<file path="src/rc4_pkg.sv">
// Shared types and constants for the RC4 keystream cipher core.
// Used by the controller, the datapath and the top level; no dependencies.
package rc4_pkg;

	localparam int BYTE_W      = 8;
	localparam int LEN_W       = 9;
	localparam int SBOX_DEPTH  = 256;
	localparam int SBOX_AW     = 8;
	localparam int KEY_DEPTH_DEF = 256;

	// Request type codes
	localparam logic REQ_KEY  = 1'b0;
	localparam logic REQ_DATA = 1'b1;

	// Controller to datapath commands
	typedef struct packed {
		logic clear;      // start of key schedule: identity S-box, j, k and key position cleared
		logic step_a;     // read S[a]
		logic step_b;     // read S[b], update j
		logic swap_a;     // write S[a] = S[b], read S[t]
		logic swap_b;     // write S[b] = old S[a]
		logic sched;      // running the key schedule
		logic load_out;   // load the output register
		logic load_held;  // load from held keystream byte
		logic key_wr;     // key-write item accepted
		logic data_take;  // data item accepted
	} rc4_cmd_t;

	// Datapath to controller status
	typedef struct packed {
		logic k_last;     // last key schedule step
		logic out_full;   // output register holds an item
	} rc4_sts_t;

endpackage

</file>
<file path="src/rc4_ram.sv">
// Generic simple dual-port RAM: one write port, one registered read port.
// No dependencies.
module rc4_ram #(
	parameter int WIDTH = 8,
	parameter int DEPTH = 256,
	localparam int AW = (DEPTH > 1) ? $clog2(DEPTH) : 1
) (
	input  logic             clk,
	input  logic             we,
	input  logic [AW-1:0]    waddr,
	input  logic [WIDTH-1:0] wdata,
	input  logic             re,
	input  logic [AW-1:0]    raddr,
	output logic [WIDTH-1:0] rdata
);

	logic [WIDTH-1:0] mem_q [DEPTH];
	logic [WIDTH-1:0] rdata_q;

	// Write first in code order, read returns the old contents
	always_ff @(posedge clk) begin
		if (we) begin
			mem_q[waddr] <= wdata;
		end
		if (re) begin
			rdata_q <= mem_q[raddr];
		end
	end

	assign rdata = rdata_q;

endmodule

</file>
<file path="src/rc4_ctrl.sv">
// Controller state machine for the RC4 core: input handshake, key schedule
// sequencing and keystream step sequencing. Depends on rc4_pkg.
module rc4_ctrl (
	input  logic              clk,
	input  logic              arst_n,
	input  logic              in_valid,
	output logic              in_ready,
	input  logic              req_type,
	input  logic              message_start,
	input  logic              out_ready,
	input  rc4_pkg::rc4_sts_t sts,
	output rc4_pkg::rc4_cmd_t cmd
);
	import rc4_pkg::*;

	typedef enum logic [6:0] {
		S_IDLE = 7'b0000001,
		S_INIT = 7'b0000010,
		S_RD_A = 7'b0000100,
		S_RD_B = 7'b0001000,
		S_WR_A = 7'b0010000,
		S_WR_B = 7'b0100000,
		S_HOLD = 7'b1000000
	} state_t;

	state_t state_q, state_d;
	logic   sched_q, sched_d;
	logic   accept;
	logic   out_free;

	assign in_ready = (state_q == S_IDLE);
	assign accept   = in_valid && in_ready;
	assign out_free = !sts.out_full || out_ready;

	// Next state and commands
	always_comb begin
		state_d = state_q;
		sched_d = sched_q;
		cmd     = '0;
		cmd.sched = sched_q;
		case (state_q)
			S_IDLE: begin
				if (accept) begin
					if (req_type == REQ_DATA) begin
						cmd.data_take = 1'b1;
						sched_d = message_start;
						state_d = message_start ? S_INIT : S_RD_A;
					end else begin
						cmd.key_wr = 1'b1;
					end
				end
			end
			S_INIT: begin
				cmd.clear = 1'b1;
				state_d   = S_RD_A;
			end
			S_RD_A: begin
				cmd.step_a = 1'b1;
				state_d    = S_RD_B;
			end
			S_RD_B: begin
				cmd.step_b = 1'b1;
				state_d    = S_WR_A;
			end
			S_WR_A: begin
				cmd.swap_a = 1'b1;
				state_d    = S_WR_B;
			end
			S_WR_B: begin
				cmd.swap_b = 1'b1;
				if (sched_q) begin
					// schedule step: next schedule step, or after the last one the keystream step of this item
					if (sts.k_last) begin
						sched_d = 1'b0;
					end
					state_d = S_RD_A;
				end else if (out_free) begin
					cmd.load_out = 1'b1;
					state_d      = S_IDLE;
				end else begin
					state_d = S_HOLD;
				end
			end
			S_HOLD: begin
				if (out_free) begin
					cmd.load_out  = 1'b1;
					cmd.load_held = 1'b1;
					state_d       = S_IDLE;
				end
			end
			default: begin
				state_d = S_IDLE;
				sched_d = 1'b0;
			end
		endcase
	end

	always_ff @(posedge clk or negedge arst_n) begin
		if (!arst_n) begin
			state_q <= S_IDLE;
			sched_q <= 1'b0;
		end else begin
			state_q <= state_d;
			sched_q <= sched_d;
		end
	end

	// Schedule flag never survives back to idle
	a_idle_no_sched: assert property (@(posedge clk) disable iff (!arst_n)
		(state_q == S_IDLE) |-> !sched_q)
		else $error("key schedule flag set while idle");

	// Waiting for the output slot only while it is occupied
	a_hold_full: assert property (@(posedge clk) disable iff (!arst_n)
		(state_q == S_HOLD) |-> sts.out_full)
		else $error("holding a result with a free output register");

	// Data item without message start goes straight to the keystream step
	a_data_step: assert property (@(posedge clk) disable iff (!arst_n)
		(accept && req_type == REQ_DATA && !message_start) |=> (state_q == S_RD_A))
		else $error("data item did not start a keystream step");

endmodule

</file>
<file path="src/rc4_dp.sv">
// Datapath for the RC4 core: S-box RAM with valid bits, key store RAM,
// indices, key length register and output register. Depends on rc4_pkg, rc4_ram.
module rc4_dp #(
	parameter int KEY_DEPTH = rc4_pkg::KEY_DEPTH_DEF
) (
	input  logic                      clk,
	input  logic                      arst_n,
	input  rc4_pkg::rc4_cmd_t         cmd,
	output rc4_pkg::rc4_sts_t         sts,
	input  logic                      cfg_valid,
	input  logic [rc4_pkg::LEN_W-1:0] cfg_data,
	input  logic [7:0]                key_index,
	input  logic [7:0]                key_byte,
	input  logic [7:0]                data_byte,
	input  logic                      out_ready,
	output logic                      out_valid,
	output logic [7:0]                out_byte
);
	import rc4_pkg::*;

	localparam int KEY_AW = (KEY_DEPTH > 1) ? $clog2(KEY_DEPTH) : 1;
	localparam logic [LEN_W-1:0] DEPTH_LEN = LEN_W'(KEY_DEPTH);

	// Control registers
	logic [LEN_W-1:0]      key_length_q;
	logic [SBOX_DEPTH-1:0] vld_q;
	logic [BYTE_W-1:0]     i_q, j_q, k_q;
	logic [LEN_W-1:0]      kpos_q;
	logic                  out_valid_q;

	// Payload registers
	logic [BYTE_W-1:0]  a_q, b_q, sa_q, sb_q, t_q, ks_q, data_q, out_byte_q;
	logic [SBOX_AW-1:0] raddr_q;
	logic               vld_rd_q;

	logic [LEN_W-1:0]   len_eff, kpos_inc;
	logic [BYTE_W-1:0]  sval, key_rdata, kadd, a_next, b_next, t_next, ks;
	logic               sbox_re, sbox_we;
	logic [SBOX_AW-1:0] sbox_raddr, sbox_waddr;
	logic [BYTE_W-1:0]  sbox_wdata, sbox_rdata;
	logic               key_we, sched_end;

	// Effective key length: zero counts as one, saturate at the store depth
	always_comb begin
		if (key_length_q == '0) begin
			len_eff = LEN_W'(1);
		end else if (key_length_q > DEPTH_LEN) begin
			len_eff = DEPTH_LEN;
		end else begin
			len_eff = key_length_q;
		end
	end
	assign kpos_inc = kpos_q + LEN_W'(1);

	// S-box read value; an entry not written since the last clear reads as its index
	assign sval   = vld_rd_q ? sbox_rdata : raddr_q;
	assign kadd   = cmd.sched ? key_rdata : '0;
	assign a_next = cmd.sched ? k_q : i_q + 8'd1;
	assign b_next = j_q + sval + kadd;
	assign t_next = sa_q + sval;

	// Keystream byte, with bypass for the entries just swapped
	always_comb begin
		if (t_q == a_q) begin
			ks = sb_q;
		end else if (t_q == b_q) begin
			ks = sa_q;
		end else begin
			ks = sval;
		end
	end

	// S-box port selection
	assign sbox_re = cmd.step_a || cmd.step_b || cmd.swap_a;
	always_comb begin
		case (1'b1)
			cmd.step_a: sbox_raddr = a_next;
			cmd.step_b: sbox_raddr = b_next;
			default:    sbox_raddr = t_next;
		endcase
	end
	assign sbox_we    = cmd.swap_a || cmd.swap_b;
	assign sbox_waddr = cmd.swap_a ? a_q : b_q;
	assign sbox_wdata = cmd.swap_a ? sval : sa_q;

	assign key_we    = cmd.key_wr && ({1'b0, key_index} < DEPTH_LEN);
	assign sched_end = cmd.swap_b && cmd.sched && sts.k_last;

	rc4_ram #(.WIDTH(BYTE_W), .DEPTH(SBOX_DEPTH)) u_sbox (
		.clk   (clk),
		.we    (sbox_we),
		.waddr (sbox_waddr),
		.wdata (sbox_wdata),
		.re    (sbox_re),
		.raddr (sbox_raddr),
		.rdata (sbox_rdata)
	);

	rc4_ram #(.WIDTH(BYTE_W), .DEPTH(KEY_DEPTH)) u_key (
		.clk   (clk),
		.we    (key_we),
		.waddr (key_index[KEY_AW-1:0]),
		.wdata (key_byte),
		.re    (cmd.step_a && cmd.sched),
		.raddr (kpos_q[KEY_AW-1:0]),
		.rdata (key_rdata)
	);

	// Control state: key length, valid bits, indices, output flag
	always_ff @(posedge clk or negedge arst_n) begin
		if (!arst_n) begin
			key_length_q <= LEN_W'(1);
			vld_q        <= '0;
			i_q          <= '0;
			j_q          <= '0;
			k_q          <= '0;
			kpos_q       <= '0;
			out_valid_q  <= 1'b0;
		end else begin
			if (cfg_valid) begin
				key_length_q <= cfg_data;
			end
			if (cmd.clear) begin
				vld_q <= '0;
			end else if (sbox_we) begin
				vld_q[sbox_waddr] <= 1'b1;
			end
			if (cmd.clear) begin
				k_q    <= '0;
				kpos_q <= '0;
				j_q    <= '0;
			end else if (cmd.step_b) begin
				j_q <= b_next;
			end else if (sched_end) begin
				i_q <= '0;
				j_q <= '0;
			end else if (cmd.swap_b && !cmd.sched) begin
				i_q <= a_q;
			end
			if (cmd.swap_b && cmd.sched) begin
				k_q    <= k_q + 8'd1;
				kpos_q <= (kpos_inc == len_eff) ? '0 : kpos_inc;
			end
			if (cmd.load_out) begin
				out_valid_q <= 1'b1;
			end else if (out_ready) begin
				out_valid_q <= 1'b0;
			end
		end
	end

	// Payload registers
	always_ff @(posedge clk) begin
		if (cmd.data_take) begin
			data_q <= data_byte;
		end
		if (sbox_re) begin
			raddr_q  <= sbox_raddr;
			vld_rd_q <= vld_q[sbox_raddr];
		end
		if (cmd.step_a) begin
			a_q <= a_next;
		end
		if (cmd.step_b) begin
			b_q  <= b_next;
			sa_q <= sval;
		end
		if (cmd.swap_a) begin
			sb_q <= sval;
			t_q  <= t_next;
		end
		if (cmd.swap_b) begin
			ks_q <= ks;
		end
		if (cmd.load_out) begin
			out_byte_q <= data_q ^ (cmd.load_held ? ks_q : ks);
		end
	end

	assign sts.k_last   = (k_q == 8'hFF);
	assign sts.out_full = out_valid_q;
	assign out_valid    = out_valid_q;
	assign out_byte     = out_byte_q;

	// Never overwrite a result that has not been taken
	a_no_overwrite: assert property (@(posedge clk) disable iff (!arst_n)
		cmd.load_out |-> (!out_valid_q || out_ready))
		else $error("output register overwritten");

	// Indices restart at zero once the key schedule finishes
	a_sched_end_idx: assert property (@(posedge clk) disable iff (!arst_n)
		sched_end |=> (i_q == '0 && j_q == '0))
		else $error("indices not cleared after key schedule");

	// Key position stays inside the store while the schedule runs
	a_kpos_range: assert property (@(posedge clk) disable iff (!arst_n)
		(cmd.step_a && cmd.sched) |-> (kpos_q < DEPTH_LEN))
		else $error("key position beyond key store");

endmodule

</file>
<file path="src/rc4_keystream_cipher_core.sv">
// RC4 core: a key-write item is written on acceptance; a data item takes 3 dependent S-box reads
// and 2 writes, and no new item is accepted until its result is loaded into the output register.
// Message start first runs the key schedule (a clear step, then one step per S-box entry).
// Output register: a result waits for out_ready while the next item is accepted.
// Reset (arst_n low, async): identity S-box via cleared valid bits, indices zero,
// key_length 1; key store contents undefined until written.
module rc4_keystream_cipher_core #(
	parameter int KEY_DEPTH = rc4_pkg::KEY_DEPTH_DEF
) (
	input  logic                      clk,
	input  logic                      arst_n,
	input  logic                      cfg_valid,
	output logic                      cfg_ready,
	input  logic [rc4_pkg::LEN_W-1:0] cfg_data,
	input  logic                      in_valid,
	output logic                      in_ready,
	input  logic                      req_type,
	input  logic [7:0]                key_index,
	input  logic [7:0]                key_byte,
	input  logic [7:0]                data_byte,
	input  logic                      message_start,
	output logic                      out_valid,
	input  logic                      out_ready,
	output logic [7:0]                out_byte
);
	import rc4_pkg::*;

	rc4_cmd_t cmd;
	rc4_sts_t sts;

	// Configuration is always taken
	assign cfg_ready = 1'b1;

	rc4_ctrl u_ctrl (
		.clk           (clk),
		.arst_n        (arst_n),
		.in_valid      (in_valid),
		.in_ready      (in_ready),
		.req_type      (req_type),
		.message_start (message_start),
		.out_ready     (out_ready),
		.sts           (sts),
		.cmd           (cmd)
	);

	rc4_dp #(.KEY_DEPTH(KEY_DEPTH)) u_dp (
		.clk       (clk),
		.arst_n    (arst_n),
		.cmd       (cmd),
		.sts       (sts),
		.cfg_valid (cfg_valid && cfg_ready),
		.cfg_data  (cfg_data),
		.key_index (key_index),
		.key_byte  (key_byte),
		.data_byte (data_byte),
		.out_ready (out_ready),
		.out_valid (out_valid),
		.out_byte  (out_byte)
	);

endmodule
</file>
<file path="config.mk">
export PLATFORM = sky130hd
export DESIGN_NAME = rc4_keystream_cipher_core
export DESIGN_NICKNAME = d
export VERILOG_FILES = /design/src/rc4_pkg.sv /design/src/rc4_ram.sv /design/src/rc4_ctrl.sv /design/src/rc4_dp.sv /design/src/rc4_keystream_cipher_core.sv
export SDC_FILE = /design/constraint.sdc
export NUM_CORES = 2
export LEC_CHECK = 0
export CAP_MARGIN = 0
export CORE_MARGIN = 2
export CORE_UTILIZATION = 45
export CTS_BUF_LIST = sky130_fd_sc_hd__clkbuf_4
export CTS_CLUSTER_DIAMETER = 50
export DETAILED_ROUTE_END_ITERATION = 10
export DONT_BUFFER_PORTS = 1
export MAX_ROUTING_LAYER = met4
export PLACE_DENSITY = 0.71
export SETUP_SLACK_MARGIN = 0.3
export SLEW_MARGIN = 25
export SYNTH_ARGS = -nofsm -noshare
export SYNTH_HDL_FRONTEND = slang
export SYNTH_SLANG_ARGS = --single-unit
</file>
<file path="constraint.sdc">
create_clock -name clk -period 34.6 [get_ports clk]
set_input_delay 0 -clock clk [delete_from_list [all_inputs] [get_ports clk]]
set_output_delay 0 -clock clk [all_outputs]
set_load 0.02 [all_outputs]
</file>
==> impl_summary.txt <==
----------------------------------------------------
[Die]
  Die area ... 405,000 µm²
  Ports placed on the boundary ... approximately 50
  Chip Height ... approximately 640 µm
  Placeable Area ... 399,000 µm²
  Starting density of the core ... 0.451
  Floorplan die width ... 636 µm
  Rows ... approximately 230

[Critical path]
  Cell Chain, Critical Path ... mux2i_1 -> fa_1 -> inv_1 -> ha_1 -> fa_1 -> nand2b_1 -> o32a_1 -> o221ai_4 -> buf_4 -> buf_12 -> buf_4 -> nor2_4 -> buf_4 -> a32o_1 -> nor4_1 -> a31oi_1 -> and4_1 -> o311a_1 -> nor4_2
  Crit path kind ... register to register
  Capturing element type of the critical path ... register
  Max Fanout on Critical Path ... 115
  CP arrival ... roughly 10 ns
  Dominant cell type by count on the critical path ... sky130_fd_sc_hd__buf_4
  Crit start category ... register
  Critical Path RT ... around 36 ns
  CP max stage cell ... sky130_fd_sc_hd__mux2i_1
  Stage delay of the slowest cell on the critical path ... 0.85 ns

[Drt]
  Number of iterations in the first detailed-routing pass ... 8
  Number of nets with antenna violations after detailed routing ... 0
  Detailed-route wire length ... 527,000 µm
  Detailed-route DRC error count ... 0
  DRC violation total after the first TritonRoute iteration ... just under 20,000
  Routed wire length per instance ... 28.6 µm
  Routed via count divided by cell count ... 6.14
  Vias ... 113,000

[Placed design]
  Global placer's final weighted congestion ... 0.943
  Placed Instances ... 16,200
  Final HPWL DP ... 298,000 µm
  Area of placed instances ... 185,000 µm²
  Setup slack at placement ... 26.44 ns
  Buffers on Ports ... 0

[Finish]
  Layout fillers ... 32,300
  Post-Route Utilization ... 0.507
  Share of final-layout standard cells stronger than drive strength 1 ... 0.214
  Commonest non-fill, non-tap cells in the layout ... sky130_fd_sc_hd__edfxtp_1 (4,185), sky130_fd_sc_hd__nand2_1 (1,724), sky130_fd_sc_hd__clkbuf_4 (1,693)
  Net count of the finished layout ... 12,400
  Relative area change from synthesis to final layout ... 12.3%
  Design Area, Final ... 202,000 µm²
  Sequential cell area ... ~130,000 µm²
  Final std cells w/o fill ... between 15,000 and 20,000
  Area of the multi-input gates ... 43,500 µm²
  Most common cell after layout, fill and taps aside ... sky130_fd_sc_hd__edfxtp_1

[Yosys]
  Register area share after synthesis ... 0.742
  Post-Synthesis Cells ... about 11,000
  Register bit count reported by yosys ... 4,492
  Area share of the leading cell type in the synthesized netlist ... 0.699
  Biggest area consumer among synthesized cells ... sky130_fd_sc_hd__edfxtp_1
  Post-synth EDFFs ... roughly 4,200
  Post-synth cell types ... 96
  Mean post-synth cell area ... 15.6 µm²
  Post-synth top flop ... sky130_fd_sc_hd__edfxtp_1
  Ys async rst share ... 0.0683
  Nets in the synthesized netlist ... 11,600
  Cell Area, Synth ... 180,000 µm²
  Yosys warns ... 0
  Top cells by area in the synthesized netlist ... sky130_fd_sc_hd__edfxtp_1 (70%), sky130_fd_sc_hd__mux4_2 (7.0%), sky130_fd_sc_hd__dfrtp_1 (4.2%), sky130_fd_sc_hd__nand2_1 (3.7%), sky130_fd_sc_hd__mux2i_1 (2.4%)

[GRT]
  Total global routing overflow ... 0
  Initial antenna violation count ... 43
  GRT Max-Usage Layer ... met2
  Wire length of the first global-routing pass ... 751,000 µm
  Number of global-route vias before repair ... between 100k and 150k
  Met2 track utilization from global routing ... 0.384
  Global Route met1 Usage ... 0.332
  Pin count of the biggest net entering global routing ... 306
  Met3 track demand over resource in global routing ... 0.0853
  GRT Util Overall ... 0.264

[Clocking]
  Skew-Pair Late Insertion Delay ... 1.70 ns
  Total CTS buffers ... 1,162
  Clock slew seen by the registers of the worst setup and hold paths ... 0.08 ns
  Buffer depth of the longest clock path ... 5
  Clock sink count ... about 4,500
  Clock tree root buffer cell ... sky130_fd_sc_hd__clkbuf_4
  H-tree depth ... 7
  Post-CTS resize count ... 0
  CTS tree ... yes

[Power and ir drop]
  Static leakage ... 67.4 nW
  Final Power ... 15.3 mW
  Power per unit of standard cell area ... 75.7 nW/µm²
  Highest ir drop seen on vdd ... 0.172 mV

[STA]
  Final min period ... 8.76 ns
  Actual slew at the worst max-slew pin ... 1.27 ns
  Fin. max-slew vios ... 0
  Max Clock Freq ... 114 MHz
  Worst max-slew margin expressed relative to the limit ... 0.149
  Final setup violation count ... 0
  Final worst slack ... 25.84 ns
  Worst hold slack after final layout ... 0.0745 ns
  Final-report hold violation count ... 0
  Unrepaired setup endpoints after global routing ... false
  Final setup TNS ... 0 ns
  Period utilisation layout ... 0.253
  Setup Skew ... about 0.21 ns

[Outcome]
  Outcome ... completed

[Job]
  Max-cap viol count ... 0

[Min path]
  Hold Path Class ... input port to register

----------------------------------------------------
path summary, 6_finish.rpt:
| path | endpoint | cells past startpoint | from | slack [ns] |
|---|---|---|---|---|
| max | u_dp.u_sbox.rdata[1]$_DFFE_PP_ | 19 | u_dp.vld_rd_q$_DFFE_PP_ | 25.84 |
| max in group asynchronous | u_dp.vld_q[27]$_DFFE_PN0P_ | 6 | arst_n | 32.99 |
| min | u_dp.u_key.mem_q[114][0]$_DFFE_PP_ | 4 | key_byte[0] | 0.07 |
| min reg2reg | u_dp.j_q[0]$_DFFE_PN0P_ | 2 | u_dp.j_q[0]$_DFFE_PN0P_ | 0.49 |
| max reg2reg | u_dp.u_sbox.rdata[1]$_DFFE_PP_ | 19 | u_dp.vld_rd_q$_DFFE_PP_ | 25.84 |
| min in group asynchronous | u_ctrl.state_q[0]$_DFFE_PN1P_ | 4 | arst_n | 0.23 |
layout make-up:
type / count / area share
clock inverter: 276 / 0.00770
multi-input combinational: 6212 / 0.215
clock buffer: 1692 / 0.0629
antenna: 44 / 0.000545
tap: 5265 / 0.0326
inverter: 54 / 0.00128
timing repair buffer: 371 / 0.0192
sequential: 4492 / 0.660
per-layer routing:
| metal | up-vias | share of wire |
|---|---|---|
| met5 | - | 0 |
| met4 | 0 | 0.049 |
| met3 | 1422 | 0.14 |
| met2 | 8761 | 0.46 |
| met1 | 56300 | 0.36 |
| li1 | 46600 | - |
power breakdown:
part           switching [mW]  internal, mW  total [mW]
Sequential             0.0261          5.98        6.01
Clock                    2.12          2.37        4.49
Combinational            3.57          1.21        4.78
Total                    5.72          9.56        15.3
kinds of logic after synthesis:
group	synth area share
adder cells (fa/ha/maj)	0.00212
multiplexers	0.0958
other	0.0000209
buffers and inverters	0.0205
AND/OR/NAND/NOR	0.0960
flip-flops	0.742
XOR/XNOR	0.00234
AO/OA/AOI/OAI	0.0415
cell usage after synthesis, drive strengths merged, types with 18 or more instances:
cell type	count
a22o	21
o22ai	72
edfxtp	4185
nand2	1749
a211oi	57
dfrtp	305
and3	135
o221ai	101
o21ai	83
o211ai	20
nand3	724
nor2b	19
xnor2	25
nor4	36
a311oi	96
mux2	21
inv	48
mux4	559
nand4	70
nor3	97
nor2	1150
xor2	23
a21oi	224
mux2i	440
a32oi	55
o31ai	20
a31oi	148
a22oi	18
a41oi	19
buf	460
clkbuf	273
what timing repair did:
action,CTS,global route
setup buffers,0,0
hold endpoints to repair,4450,15
hold buffers,148,3
flip-flops by register name, summed over array words and instances (netlist names), 7 cells and up:
| signal | count |
|---|---|
| u_dp.vld_q | 256 |
| u_dp.u_key.mem_q | 2048 |
| u_dp.t_q | 8 |
| u_dp.u_sbox.mem_q | 2048 |
| u_dp.k_q | 8 |
| u_dp.raddr_q | 8 |
| u_dp.key_length_q | 9 |
| u_dp.u_sbox.rdata | 8 |
| u_dp.u_key.rdata | 8 |
| u_dp.kpos_q | 9 |
| u_dp.a_q | 8 |
| u_dp.data_q | 8 |
| u_dp.j_q | 8 |
| u_dp.ks_q | 8 |
| u_dp.sb_q | 8 |
| u_dp.out_byte | 8 |
| u_dp.sa_q | 8 |
| u_ctrl.state_q | 7 |
| u_dp.i_q | 8 |
| u_dp.b_q | 8 |
critical path, delay by kind of cell (launching register included):
| kind | cells | cell delay (ns) |
|---|---|---|
| AO/OA/AOI/OAI | 5 | 1.49 |
| adder cells (fa/ha/maj) | 3 | 1.23 |
| buffers and inverters | 5 | 2.23 |
| flip-flops | 1 | 0.62 |
| multiplexers | 1 | 0.85 |
| AND/OR/NAND/NOR | 5 | 1.53 |
Power figures use the tool's default switching activity.
